`src/hdl/fps_pkg.sv`:
```
package fps_pkg;

    localparam int KNOB_COUNT = 8;
    localparam int IDX_W      = $clog2(KNOB_COUNT);
    localparam int SAMPLE_W   = 10;
    localparam int VALUE_W    = 11;
    localparam int ID_W       = 4;
    localparam int COUNT_W    = 8;

    localparam int S_TDATA_W  = 16;
    localparam int M_TDATA_W  = 24;
    localparam int CFG_IDX_W  = 2;
    localparam int CFG_DATA_W = 10;

    // configuration register map
    typedef enum logic [CFG_IDX_W-1:0] {
        CFG_LONG_PRESS  = 2'd0,
        CFG_SHORT_PRESS = 2'd1,
        CFG_DEAD_ZONE   = 2'd2
    } cfg_index_t;

    localparam logic [COUNT_W-1:0]  LONG_PRESS_RESET  = 8'd100;
    localparam logic [COUNT_W-1:0]  SHORT_PRESS_RESET = 8'd5;
    localparam logic [SAMPLE_W-1:0] DEAD_ZONE_RESET   = 10'd16;

    // scanner result for one poll
    typedef struct packed {
        logic                       valid;
        logic [ID_W-1:0]            id;
        logic signed [VALUE_W-1:0]  value;
        logic [IDX_W-1:0]           position;
    } scan_res_t;

    // button verdict for one poll
    typedef struct packed {
        logic short_press;
        logic long_press;
    } button_res_t;

endpackage

```
`src/hdl/fps_scan_unit.sv`:
```
module fps_scan_unit
    import fps_pkg::*;
(
    input  logic                aclk,
    input  logic                aresetn,
    input  logic                step,
    input  logic                adc_ready,
    input  logic [SAMPLE_W-1:0] knob_sample,
    input  logic                glide_level,
    input  logic [SAMPLE_W-1:0] dead_zone,
    output scan_res_t           res
);

    typedef enum logic [2:0] {
        SCAN_IDLE  = 3'b001,
        SCAN_SET   = 3'b010,
        SCAN_GLIDE = 3'b100
    } scan_state_t;

    localparam logic [IDX_W-1:0] KNOB_LFO_WAVE  = 3'd1;
    localparam logic [IDX_W-1:0] KNOB_VCO1_TUNE = 3'd4;
    localparam logic [IDX_W-1:0] KNOB_VCO2_TUNE = 3'd5;
    localparam logic [IDX_W-1:0] KNOB_VCO1_OCT  = 3'd6;
    localparam logic [IDX_W-1:0] KNOB_VCO2_OCT  = 3'd7;
    localparam logic [IDX_W-1:0] KNOB_LAST      = IDX_W'(KNOB_COUNT - 1);
    localparam logic [ID_W-1:0]  GLIDE_ID       = 4'd8;

    scan_state_t               scan_phase_reg, scan_phase_next;
    logic [IDX_W-1:0]          scan_index_reg, scan_index_next;
    logic signed [VALUE_W-1:0] knob_value;
    logic signed [VALUE_W-1:0] tune;
    logic [VALUE_W-1:0]        tune_mag;
    logic [2:0]                band4;
    logic [2:0]                band5;

    // four bands split at 256/512/768, five at 204/408/612/816
    always_comb begin
        if (knob_sample < 10'd256)      band4 = 3'd0;
        else if (knob_sample < 10'd512) band4 = 3'd1;
        else if (knob_sample < 10'd768) band4 = 3'd2;
        else                            band4 = 3'd3;

        if (knob_sample < 10'd204)      band5 = 3'd0;
        else if (knob_sample < 10'd408) band5 = 3'd1;
        else if (knob_sample < 10'd612) band5 = 3'd2;
        else if (knob_sample < 10'd816) band5 = 3'd3;
        else                            band5 = 3'd4;
    end

    // tune offset around mid scale, zeroed while inside the dead zone
    assign tune     = $signed({1'b0, knob_sample}) - 11'sd512;
    assign tune_mag = tune[VALUE_W-1] ? VALUE_W'(-tune) : VALUE_W'(tune);

    always_comb begin
        case (scan_index_reg)
            KNOB_LFO_WAVE:                  knob_value = $signed({8'd0, band4});
            KNOB_VCO1_TUNE, KNOB_VCO2_TUNE: knob_value = (tune_mag < {1'b0, dead_zone})
                                                         ? '0 : tune;
            KNOB_VCO1_OCT, KNOB_VCO2_OCT:   knob_value = $signed({8'd0, band5});
            default:                        knob_value = $signed({1'b0, knob_sample});
        endcase
    end

    always_comb begin
        scan_phase_next = scan_phase_reg;
        scan_index_next = scan_index_reg;
        res.valid       = 1'b0;
        res.id          = '0;
        res.value       = '0;
        unique case (scan_phase_reg)
            SCAN_IDLE: begin
                if (adc_ready) begin
                    scan_index_next = '0;
                    scan_phase_next = SCAN_SET;
                end
            end
            SCAN_SET: begin
                res.valid       = 1'b1;
                res.id          = {1'b0, scan_index_reg};
                res.value       = knob_value;
                scan_index_next = scan_index_reg + 1'b1;
                if (scan_index_reg == KNOB_LAST) begin
                    scan_phase_next = SCAN_GLIDE;
                end
            end
            SCAN_GLIDE: begin
                res.valid       = 1'b1;
                res.id          = GLIDE_ID;
                res.value       = $signed({10'd0, glide_level});
                scan_phase_next = SCAN_IDLE;
            end
            default: begin
                scan_phase_next = SCAN_IDLE;
            end
        endcase
        res.position = scan_index_next;
    end

    always_ff @(posedge aclk) begin
        if (!aresetn) begin
            scan_phase_reg <= SCAN_IDLE;
            scan_index_reg <= '0;
        end else if (step) begin
            scan_phase_reg <= scan_phase_next;
            scan_index_reg <= scan_index_next;
        end
    end

endmodule

```
`src/hdl/fps_button_unit.sv`:
```
module fps_button_unit
    import fps_pkg::*;
(
    input  logic               aclk,
    input  logic               aresetn,
    input  logic               step,
    input  logic               button_level,
    input  logic               tick,
    input  logic [COUNT_W-1:0] long_count,
    input  logic [COUNT_W-1:0] short_count,
    output button_res_t        res
);

    typedef enum logic [2:0] {
        BTN_IDLE = 3'b001,
        BTN_WAIT = 3'b010,
        BTN_END  = 3'b100
    } btn_state_t;

    btn_state_t         btn_phase_reg, btn_phase_next;
    logic [COUNT_W-1:0] press_ticks_reg, press_ticks_next;
    logic               clear;

    always_comb begin
        btn_phase_next  = btn_phase_reg;
        clear           = 1'b0;
        res.short_press = 1'b0;
        res.long_press  = 1'b0;
        unique case (btn_phase_reg)
            BTN_IDLE: begin
                if (button_level) begin
                    btn_phase_next = BTN_WAIT;
                    clear          = 1'b1;
                end
            end
            BTN_WAIT: begin
                if (!button_level) btn_phase_next = BTN_END;
            end
            BTN_END: begin
                // verdict uses the count before this poll's tick
                if (press_ticks_reg > long_count)       res.long_press  = 1'b1;
                else if (press_ticks_reg > short_count) res.short_press = 1'b1;
                btn_phase_next = BTN_IDLE;
            end
            default: begin
                btn_phase_next = BTN_IDLE;
            end
        endcase

        // clear beats tick; count saturates
        if (clear)                          press_ticks_next = '0;
        else if (tick && !(&press_ticks_reg)) press_ticks_next = press_ticks_reg + 1'b1;
        else                                press_ticks_next = press_ticks_reg;
    end

    always_ff @(posedge aclk) begin
        if (!aresetn) begin
            btn_phase_reg   <= BTN_IDLE;
            press_ticks_reg <= '0;
        end else if (step) begin
            btn_phase_reg   <= btn_phase_next;
            press_ticks_reg <= press_ticks_next;
        end
    end

endmodule

```
`src/hdl/front_panel_scanner.sv`:
```
// Channel   Dir  Handshake                 Payload
// -------   ---  ------------------------  ---------------------------------------------
// s_        in   s_tvalid / s_tready       one panel poll request (s_tdata)
// m_        out  m_tvalid / m_tready       one result per poll (m_tdata)
// cfg_      in   cfg_valid / cfg_ready     register write: cfg_index, cfg_data
//
// One poll request per cycle sustained while m_tready is high; requests pass through
// the input register, then the result register. Stall: m_tready low holds the result
// register; s_tready drops once the input register also holds a request.
// Reset (aresetn low, synchronous): scan idle at knob 0, button idle, press
// count zero, registers at 100 / 5 / 16. cfg_ready is always high.
module front_panel_scanner
    import fps_pkg::*;
(
    input  logic                  aclk,
    input  logic                  aresetn,

    input  logic                  s_tvalid,
    output logic                  s_tready,
    // [0] adc_ready, [10:1] knob_sample, [11] glide_level, [12] button_level,
    // [13] tick, [15:14] zero
    input  logic [S_TDATA_W-1:0]  s_tdata,

    output logic                  m_tvalid,
    input  logic                  m_tready,
    // [0] param_valid, [4:1] param_id, [15:5] param_value (signed),
    // [18:16] scan_position, [19] short_press, [20] long_press, [23:21] zero
    output logic [M_TDATA_W-1:0]  m_tdata,

    input  logic                  cfg_valid,
    output logic                  cfg_ready,
    input  logic [CFG_IDX_W-1:0]  cfg_index,
    input  logic [CFG_DATA_W-1:0] cfg_data
);

    // configuration registers
    logic [COUNT_W-1:0]  long_count_reg;
    logic [COUNT_W-1:0]  short_count_reg;
    logic [SAMPLE_W-1:0] dead_zone_reg;

    // input register
    logic                 in_valid_reg;
    logic [S_TDATA_W-1:0] in_data_reg;

    // result register
    logic                 out_valid_reg;
    logic [M_TDATA_W-1:0] out_data_reg;

    logic        out_free;
    logic        step;
    scan_res_t   scan_res;
    button_res_t btn_res;

    assign cfg_ready = 1'b1;

    always_ff @(posedge aclk) begin
        if (!aresetn) begin
            long_count_reg  <= LONG_PRESS_RESET;
            short_count_reg <= SHORT_PRESS_RESET;
            dead_zone_reg   <= DEAD_ZONE_RESET;
        end else if (cfg_valid) begin
            case (cfg_index)
                CFG_LONG_PRESS:  long_count_reg  <= cfg_data[COUNT_W-1:0];
                CFG_SHORT_PRESS: short_count_reg <= cfg_data[COUNT_W-1:0];
                CFG_DEAD_ZONE:   dead_zone_reg   <= cfg_data;
                default:         ;  // unmapped index, write dropped
            endcase
        end
    end

    // the held request moves on whenever the result register can take it
    assign out_free = !out_valid_reg || m_tready;
    assign step     = in_valid_reg && out_free;
    assign s_tready = !in_valid_reg || out_free;

    always_ff @(posedge aclk) begin
        if (!aresetn) begin
            in_valid_reg <= 1'b0;
        end else if (s_tready) begin
            in_valid_reg <= s_tvalid;
        end
    end

    always_ff @(posedge aclk) begin
        if (s_tready && s_tvalid) begin
            in_data_reg <= s_tdata;
        end
    end

    fps_scan_unit u_scan (
        .aclk        (aclk),
        .aresetn     (aresetn),
        .step        (step),
        .adc_ready   (in_data_reg[0]),
        .knob_sample (in_data_reg[10:1]),
        .glide_level (in_data_reg[11]),
        .dead_zone   (dead_zone_reg),
        .res         (scan_res)
    );

    fps_button_unit u_button (
        .aclk         (aclk),
        .aresetn      (aresetn),
        .step         (step),
        .button_level (in_data_reg[12]),
        .tick         (in_data_reg[13]),
        .long_count   (long_count_reg),
        .short_count  (short_count_reg),
        .res          (btn_res)
    );

    always_ff @(posedge aclk) begin
        if (!aresetn) begin
            out_valid_reg <= 1'b0;
        end else if (out_free) begin
            out_valid_reg <= in_valid_reg;
        end
    end

    always_ff @(posedge aclk) begin
        if (step) begin
            out_data_reg <= {3'b000,
                             btn_res.long_press,
                             btn_res.short_press,
                             scan_res.position,
                             scan_res.value,
                             scan_res.id,
                             scan_res.valid};
        end
    end

    assign m_tvalid = out_valid_reg;
    assign m_tdata  = out_data_reg;

endmodule
```
`config.mk`:
```
export PLATFORM = sky130hd
export DESIGN_NAME = front_panel_scanner
export DESIGN_NICKNAME = d
export VERILOG_FILES = /design/src/hdl/fps_pkg.sv /design/src/hdl/fps_scan_unit.sv /design/src/hdl/fps_button_unit.sv /design/src/hdl/front_panel_scanner.sv
export SDC_FILE = /design/constraint.sdc
export NUM_CORES = 1
export LEC_CHECK = 0
export BUFFER_PORTS_ARGS = -buffer_cell sky130_fd_sc_hd__buf_4
export CAP_MARGIN = 20
export CORE_MARGIN = 2
export CORE_UTILIZATION = 57
export DETAILED_ROUTE_END_ITERATION = 12
export PLACE_DENSITY = 0.83
export SYNTH_ARGS = -nofsm -noshare
export SYNTH_HDL_FRONTEND = slang
export SYNTH_SLANG_ARGS = --single-unit
```
`constraint.sdc`:
```
create_clock -name aclk -period 3.3 [get_ports aclk]
set_clock_uncertainty 0.2 [all_clocks]
set_input_delay 0.66 -clock aclk [delete_from_list [all_inputs] [get_ports aclk]]
set_output_delay 0.66 -clock aclk [all_outputs]
set_load 0.02 [all_outputs]
```
==> flow_summary.ini, run 1 <==
[run_status]
status = finished clean

[clock_network]
htreeDepth = 3
cts_tree = built
clockBufferDepth = 2
cts_resized = 0
post_cts_buffers = 0
clk_latency_ps = 350
clock_sinks = 80
cts.clk_slew.worst_paths_ps = 80
root_buffer = clkbuf_8
cts_buffers = 9
ctsHoldBuffers = 0

[synth]
yosysTopAreaCell = edfxtp_1
yosysWarnings = 0
synth_top_area_share_pct = 25.4
ys_ff_latch = 80
netlist_area_um2 = 4130
synth-seq-area-share_pct = 47.2
yosysUniqueCellTypes = 54
synth_area_leaders = edfxtp_1, dfxtp_1, ha_1, nor2b_1, mux2i_1
post-synth-top-count-cell = dfxtp_1
synth_edf_count = 35
async_flop_share_pct = 0
synthTopCellsByCount = dfxtp_1, inv_1, edfxtp_1, nand2_1, nor2_1
syn-instance-count = 424
avgSynthCellArea_um2 = 9.75
synthFlopType = dfxtp_1

[grt]
grt_usage_pct = 22.7
grt_antenna_before_repair = 0
grt_overflow = 0
grt_max_degree = 40
grt_pass1_vias = 3039
grt_pass1_wl_um = 13600

[detailed_routing]
route.detailed.drc = 0
wl_per_cell_um = 14.3
drt_iter0_drc = 127
drt_first_pass_iters = 4
wl_um = 8350
vias = 3227
vias_per_cell = 5.52
final_antenna_net_count = 0

[placement]
numPortBuffers = 53
gp_congestion = 0.824
dp_hpwl_um = 6120

[layout]
largest_reg_flops = 21
drive_above_1_share_pct = 17.9
syn2layout_area_growth_pct = 17.7
antenna_cells = 0
nNetsFinal = 544

[sta]
fin_setup_tns_ps = 0
tightest_slew_ps = 782
hold_viol = 0
timing.slew.headroom_pct = 47.8
max_freq_mhz = 320
maxSlewViolCount = 0
rsz0062_at_grt = no
setup_violations = 0
period_minus_slack_ps = 3130
fin_worst_hold_slack_ps = 286
fin_crit_sh_pct = 94.8

[worst_setup_path]
startpoint_type = flop
criticalPathCategory = flop to flop
critical_path_required_ps = 3210
cp_max_fo = 4
end_kind = flop
cp.arrival_ps = 3030

[floorplan]
ioPinCount = 60
start_util_pct = 57.9
design.die.area_um2 = 7950
rows = 31
core_area_um2 = 7140
fp.dieH_um = 89.2
die_w_um = 89.2

[worst_hold_path]
hp-class = primary input to flop

[power_and_ir_drop]
pwr-share-comb_pct = 11.2
sw_frac_of_total_pct = 23.5
power.leakage_nw = 2.03
pwr_density_cell_nw_per_um2 = 429
seqPwrFrac_pct = 52.3
max-vdd-ir-drop_mv = 0.260
p_switching_w = 0.000490
p_total_w = 0.00209
p_int_w = 0.00160
clkPwrFrac_pct = 36.5

[job]
cap_violations = 0
## kinds of logic (layout without fill, tap and decap cells)
| kind of cell | count (synthesis) | after routing | synth area share (%) |
|---|---|---|---|
| buffers and inverters | 54 | 114 | 5.63 |
| adder cells (fa/ha/maj) | 30 | 30 | 9.08 |
| XOR/XNOR | 13 | 13 | 2.75 |
| AO/OA/AOI/OAI | 72 | 72 | 11.2 |
| multiplexers | 19 | 19 | 4.66 |
| AND/OR/NAND/NOR | 154 | 154 | 19.3 |
| flip-flops | 80 | 80 | 47.2 |
| other | 2 | 4 | 0.182 |
## final timing paths
| kind | endpoint | slack (ps) | cells past startpoint | from |
|---|---|---|---|---|
| setup / recovery | m_tdata[6] | 170 | 13 | in_data_reg[3] |
| hold / removal | in_data_reg[0] | 290 | 1 | s_tdata[0] |
| setup reg to reg | m_tdata[6] | 170 | 13 | in_data_reg[3] |
| hold reg to reg | short_count_reg[0] | 310 | 2 | short_count_reg[0] |
## metrics by stage
stage | worst slack (ps) | area [µm²] | utilization, % | cells
after floorplan | 269 | 4140 | - | 426
after global placement | 151 | 4640 | 65.0 | 569
after detailed placement | 61.2 | 4640 | 65.0 | 569
after CTS | 38.3 | 4850 | 67.9 | 585
after global routing | 2.38 | 4870 | 68.2 | 585
final | 172 | 4870 | 68.2 | 585
## power by group through the flow
stage,Combinational (W),Clock (W),Sequential [W]
2_1_floorplan,0.000137,0,0.00112
3_3_place_gp,0.000220,0,0.00111
3_5_place_dp,0.000230,0,0.00111
4_1_cts,0.000233,0.000773,0.00109
5_1_grt,0.000261,0.000813,0.00110
6_report,0.000235,0.000762,0.00109
## routing by layer
layer	vias up	track usage [%]	part of all wire [%]
met5	-	0	0
met1	1526	26.9	41
met4	0	11.5	2.2
met3	16	4.25	5.2
li1	1575	-	-
met2	110	39.3	52
## layout make-up
class	count	area, µm²
well taps	99	124
clock inverters	4	70.1
flip-flops and latches	80	1950
fillers	574	2270
clock buffers	12	135
inverters	37	139
repair buffers	61	470
multi-input cells	292	1980
## layout by cell type (no fill, tap or decap), types with 4 or more instances in the layout
cell type,count
nand4_1,6
nor3_1,11
a21oi_1,26
nor2b_1,30
o21ai_0,11
ha_1,30
xnor2_1,7
dfxtp_1,45
nand2b_1,7
nor2_1,31
a21boi_0,4
and2_1,9
inv_1,36
mux2i_1,17
o211ai_1,5
clkbuf_8,9
xor2_1,6
buf_4,60
o21a_1,4
nand2_1,34
conb_1,4
nand3_1,10
edfxtp_1,35
## critical path, stage by stage, from the launching register on
cell and delay, ps:
edfxtp_1 410, or3_4 400, nor3_1 210, nand2b_1 110, nor2_1 100, nor2_1 60
xor2_1 160, ha_1 290, nand3_1 110, o22ai_1 100, o21a_1 220, a21oi_4 180
nand2_1 100, a31o_2 250
Note: power is estimated with default switching activity, not from simulation.
==> inputs of run 2 (changes only) <==
--- a/config.mk
+++ b/config.mk
@@ -7,10 +7,12 @@
 export LEC_CHECK = 0
 export BUFFER_PORTS_ARGS = -buffer_cell sky130_fd_sc_hd__buf_4
 export CAP_MARGIN = 20
+export CELL_PAD_IN_SITES_DETAIL_PLACEMENT = 1
+export CELL_PAD_IN_SITES_GLOBAL_PLACEMENT = 1
 export CORE_MARGIN = 2
-export CORE_UTILIZATION = 57
+export CORE_UTILIZATION = 44
 export DETAILED_ROUTE_END_ITERATION = 12
-export PLACE_DENSITY = 0.83
+export PLACE_DENSITY = 0.82
 export SYNTH_ARGS = -nofsm -noshare
 export SYNTH_HDL_FRONTEND = slang
 export SYNTH_SLANG_ARGS = --single-unit
==> run 2 against run 1 <==
Net effect:
- die area up 28%
- clock power is 2% lower
- power shrank 0.40%
- first-iteration DRC count shrank 49%
- utilization down 15 points
- non-clock buffer count grew 3
- critical path depth rose by 1
- flip-flop and latch count did not move
- count of clock-buffer cells in the layout is the same
- setup slack lost 53 ps
- combinational power is 2% higher
- routed wire length rose by 18%
==> flow_summary.ini, run 2 (synthesis gave the netlist of run 1 again) <==
[detailed_routing]
wl_um = 9870
vias = 3224
wl_met1_um = 4190
final_antenna_net_count = 0
route.detailed.drc = 0
vias_per_cell = 5.37
routed-wl-met3_um = 252
drt_iter0_drc = 65
wl_per_cell_um = 16.4
drt_first_pass_iters = 4
wl_met2_um = 5310
highest_layer = met4

[worst_setup_path]
cp_max_fo = 3
path_buf_inv = 1
critPathTopFamily = simple AND/OR/NAND/NOR gates
path_cells = or3_4 -> nor3_4 -> nand2b_1 -> nor2_2 -> nor2_1 -> xor2_1 -> ha_1 -> nand3_2 -> o22ai_1 -> o21a_1 -> a21oi_2 -> buf_4 -> nand2_1 -> a31o_2
critical_path_required_ps = 3220
criticalPathCategory = flop to flop
crit_slowest_cell = or3_4
cp.arrival_ps = 3100
startpoint_type = flop
end_kind = flop
slowest_delay_ps = 430

[power_and_ir_drop]
p_switching_w = 0.000516
power.leakage_nw = 2.04
max-vdd-ir-drop_mv = 0.197
p_total_w = 0.00208
sw_frac_of_total_pct = 24.8
p_int_w = 0.00156
pwr_density_cell_nw_per_um2 = 424
clkPwrFrac_pct = 35.8
pwr-share-comb_pct = 11.6
seqPwrFrac_pct = 52.6

[layout]
layout_common_cells = buf_4, dfxtp_1, inv_1
antenna_cells = 0
largest_reg_flops = 21
drive_above_1_share_pct = 19.0
nNetsFinal = 547
layout_commonest_cell = buf_4
syn2layout_area_growth_pct = 18.6
final_util_pct = 53.3

[job]
cap_violations = 0

[grt]
grt_usage_pct = 20.2
grt_overflow = 0
grt_pass1_vias = 3388
grt_antenna_before_repair = 0
grt_pass1_wl_um = 16000
grt_max_degree = 40

[floorplan]
design.die.area_um2 = 10200
core_area_um2 = 9200
ioPinCount = 60
rows = 35
die_w_um = 101
fp.dieH_um = 101
start_util_pct = 45.0

[sta]
fin_worst_hold_slack_ps = 273
tightest_slew_ps = 863
period_minus_slack_ps = 3180
hold_viol = 0
timing.slew.headroom_pct = 42.4
setup_violations = 0
maxSlewViolCount = 0
fin_crit_sh_pct = 96.4
max_freq_mhz = 314

[placement]
gp_congestion = 0.914
numPortBuffers = 53
dp_hpwl_um = 7260

[clock_network]
clk_latency_ps = 360
clockBufferDepth = 2
cts_tree = built
clock_sinks = 80
cts_buffers = 9
htreeDepth = 3
cts.clk_slew.worst_paths_ps = 90
root_buffer = clkbuf_8

[worst_hold_path]
hp-class = primary input to flop

[run_status]
status = finished clean
## run 2: stage by stage
stage,instance area [µm²],setup slack (ps),setup TNS [ps],std cells
4_1_cts,4850,43.5,0,598
2_1_floorplan,4140,269,0,426
6_report,4900,119,0,600
3_3_place_gp,4650,156,0,582
3_5_place_dp,4650,-27.1,-45.2,582
5_1_grt,4900,-9.61,-9.61,600
## run 2: path summary, 6_finish.rpt
kind | from | endpoint | slack, ps | cells after the start
max reg2reg | in_data_reg[3] | m_tdata[6] | 120 | 14
min reg2reg | short_count_reg[0] | short_count_reg[0] | 290 | 2
max | in_data_reg[3] | m_tdata[6] | 120 | 14
min | s_tdata[7] | in_data_reg[7] | 270 | 1
## run 2: timing repair
action,in CTS,in global routing
pin swaps,0,2
hold buffers,0,0
resized for setup,1,7
endpoints found under the setup margin,7,10
setup buffers,0,2
## run 2: final cells by class
cell class,count,area [µm²]
Multi-Input combinational cell,292,1990
Fill cell,1071,4290
Timing Repair Buffer,64,480
Tap cell,111,139
Sequential cell,80,1950
Clock inverter,4,42.5
Clock buffer,12,156
Inverter,37,139
## run 2: power by group through the flow
stage                     sequential (W)  clock, W  combinational, W
after floorplan                  0.00112         0          0.000137
after global placement           0.00111         0          0.000222
after detailed placement         0.00112         0          0.000233
after CTS                        0.00109  0.000760          0.000236
after global routing             0.00110  0.000810          0.000267
final                            0.00109  0.000745          0.000240
## run 2: per-layer routing
layer | vias up | GRT usage [%]
li1 | 1575 | -
met5 | - | 0
met3 | 11 | 3.54
met1 | 1581 | 23.5
met2 | 57 | 37.5
met4 | 0 | 6.44
==> inputs of run 3 (changes only) <==
--- a/config.mk
+++ b/config.mk
@@ -13,6 +13,7 @@
 export CORE_UTILIZATION = 44
 export DETAILED_ROUTE_END_ITERATION = 12
 export PLACE_DENSITY = 0.82
+export RECOVER_POWER = 100
 export SYNTH_ARGS = -nofsm -noshare
 export SYNTH_HDL_FRONTEND = slang
 export SYNTH_SLANG_ARGS = --single-unit
==> run 3 against run 2 <==
Net effect:
- critical path depth is the same
- first-iteration DRC count rose by 1.5%
- flip-flop and latch count unchanged
- final cell count did not move
- critical endpoint unchanged
==> flow_summary.ini, run 3 (synthesis gave the netlist of run 1 again) <==
[power_and_ir_drop]
seqPwrFrac_pct = 52.8
pwr_density_cell_nw_per_um2 = 431
p_int_w = 0.00155
sw_frac_of_total_pct = 25.0
max-vdd-ir-drop_mv = 0.197
p_switching_w = 0.000517
power.leakage_nw = 1.94
pwr-share-comb_pct = 11.2
clkPwrFrac_pct = 36.0

[placement]
dp_cells = 582
numPortBuffers = 53
gp_congestion = 0.914
dpl_cell_area_um2 = 4650
pre_cts_ws_ps = -27.1
dp_hpwl_um = 7260

[detailed_routing]
route.detailed.drc = 0
wl_per_cell_um = 16.5
vias = 3212
vias_per_cell = 5.35
drt_iter0_drc = 66
wl_um = 9880
final_antenna_net_count = 0
drt_first_pass_iters = 4

[floorplan]
rows = 35
core_area_um2 = 9200
ioPinCount = 60
start_util_pct = 45.0
die_w_um = 101
fp.dieH_um = 101
design.die.area_um2 = 10200

[grt]
grt_pass1_vias = 3388
grt_pass1_wl_um = 16000
grt_max_degree = 40
grt_usage_pct = 20.2
grt_antenna_before_repair = 0
grt_overflow = 0

[clock_network]
clk_latency_ps = 360
htreeDepth = 3
root_buffer = clkbuf_8
cts.clk_slew.worst_paths_ps = 90
clock_sinks = 80
ctsHoldBuffers = 0
clockBufferDepth = 2
cts_tree = built
cts_buffers = 9

[sta]
maxSlewViolCount = 0
period_minus_slack_ps = 3170
timing.slew.headroom_pct = 2.95
hold_viol = 0
setup_violations = 0
layout_setup_ws_ps = 126
fin_crit_sh_pct = 96.2
max_freq_mhz = 315
fin_worst_hold_slack_ps = 290
tightest_slew_ps = 1460

[layout]
final_area_um2 = 4800
drive_above_1_share_pct = 13.7
antenna_cells = 0
largest_reg_flops = 21
nNetsFinal = 547
layout_common_cells = dfxtp_1, inv_1, edfxtp_1
syn2layout_area_growth_pct = 16.2
layout_commonest_cell = dfxtp_1
instances_no_fill = 600

[worst_setup_path]
startpoint_type = flop
endpoint = m_tdata[6]
cp_max_fo = 3
worst_r2r_endpoint = m_tdata[6]
r2r_cells = 14
critical_path_required_ps = 3220
startpoint = in_data_reg[3]
end_kind = flop
regToRegStartpoint = in_data_reg[3]
r2r_setup_slack_ps = 130
cp.arrival_ps = 3100
criticalPathCategory = flop to flop

[worst_hold_path]
hp-class = flop to flop

[job]
cap_violations = 0

[run_status]
status = finished clean
[run 3: cell count changes in the layout (fill, tap and decap cells not counted), sizes merged]
cell and change:
buf -41, clkbuf +41
[run 3: worst min path at each step]
| stage | cells past startpoint | end | from | slack (ps) |
|---|---|---|---|---|
| 2_1_floorplan | 2 | short_count_reg[0] | short_count_reg[0] | 250 |
| 3_3_place_gp | 2 | short_count_reg[0] | short_count_reg[0] | 270 |
| 3_5_place_dp | 2 | short_count_reg[0] | short_count_reg[0] | 270 |
| 4_1_cts | 1 | in_data_reg[7] | s_tdata[7] | 260 |
| 5_1_grt | 1 | in_data_reg[6] | s_tdata[6] | 280 |
| 6_report | 2 | short_count_reg[0] | short_count_reg[0] | 290 |
[run 3: layer usage]
layer	global-route usage (%)	routed length, µm	vias up
met5	0	0	-
met4	6.44	127	0
met3	3.54	239	10
met2	37.5	5260	49
met1	23.5	4250	1577
li1	-	-	1576
[run 3: worst max-delay path, cell delays in order (launching register included)]
cell and delay [ps]:
edfxtp_1 400, or3_4 430, nor3_4 150, nand2b_1 120, nor2_2 120, nor2_1 60, xor2_1 170, ha_1 310
nand3_2 90, o22ai_1 90, o21a_1 210, a21oi_2 160, buf_4 150, nand2_1 50, a31o_2 240
[run 3: power groups by stage]
stage,logic [W],registers (W),clock network [W]
2_1_floorplan,0.000137,0.00112,0
3_3_place_gp,0.000222,0.00111,0
3_5_place_dp,0.000233,0.00112,0
4_1_cts,0.000236,0.00109,0.000760
5_1_grt,0.000258,0.00110,0.000810
6_report,0.000231,0.00109,0.000746
[run 3: stage by stage]
stage	power (W)	utilization, %	TNS, ps
after floorplan	0.00126	-	0
after global placement	0.00134	50.6	0
after detailed placement	0.00135	50.6	-45.2
after CTS	0.00209	52.8	0
after global routing	0.00217	52.2	-9.61
final	0.00207	52.2	0
[run 3: what timing repair did]
| item | CTS | global route |
|---|---|---|
| pin swaps | 0 | 2 |
| setup buffers | 0 | 2 |
| resized for setup | 1 | 7 |
| cloned | 0 | 0 |
| setup endpoints to repair | 7 | 10 |
[run 3: final cells by class]
type	instances	area (µm²)
clock inverter	4	42.5
timing repair buffer	64	383
inverter	37	139
sequential	80	1950
fill	1072	4390
tap	111	139
clock buffer	12	156
multi-input combinational	292	1990
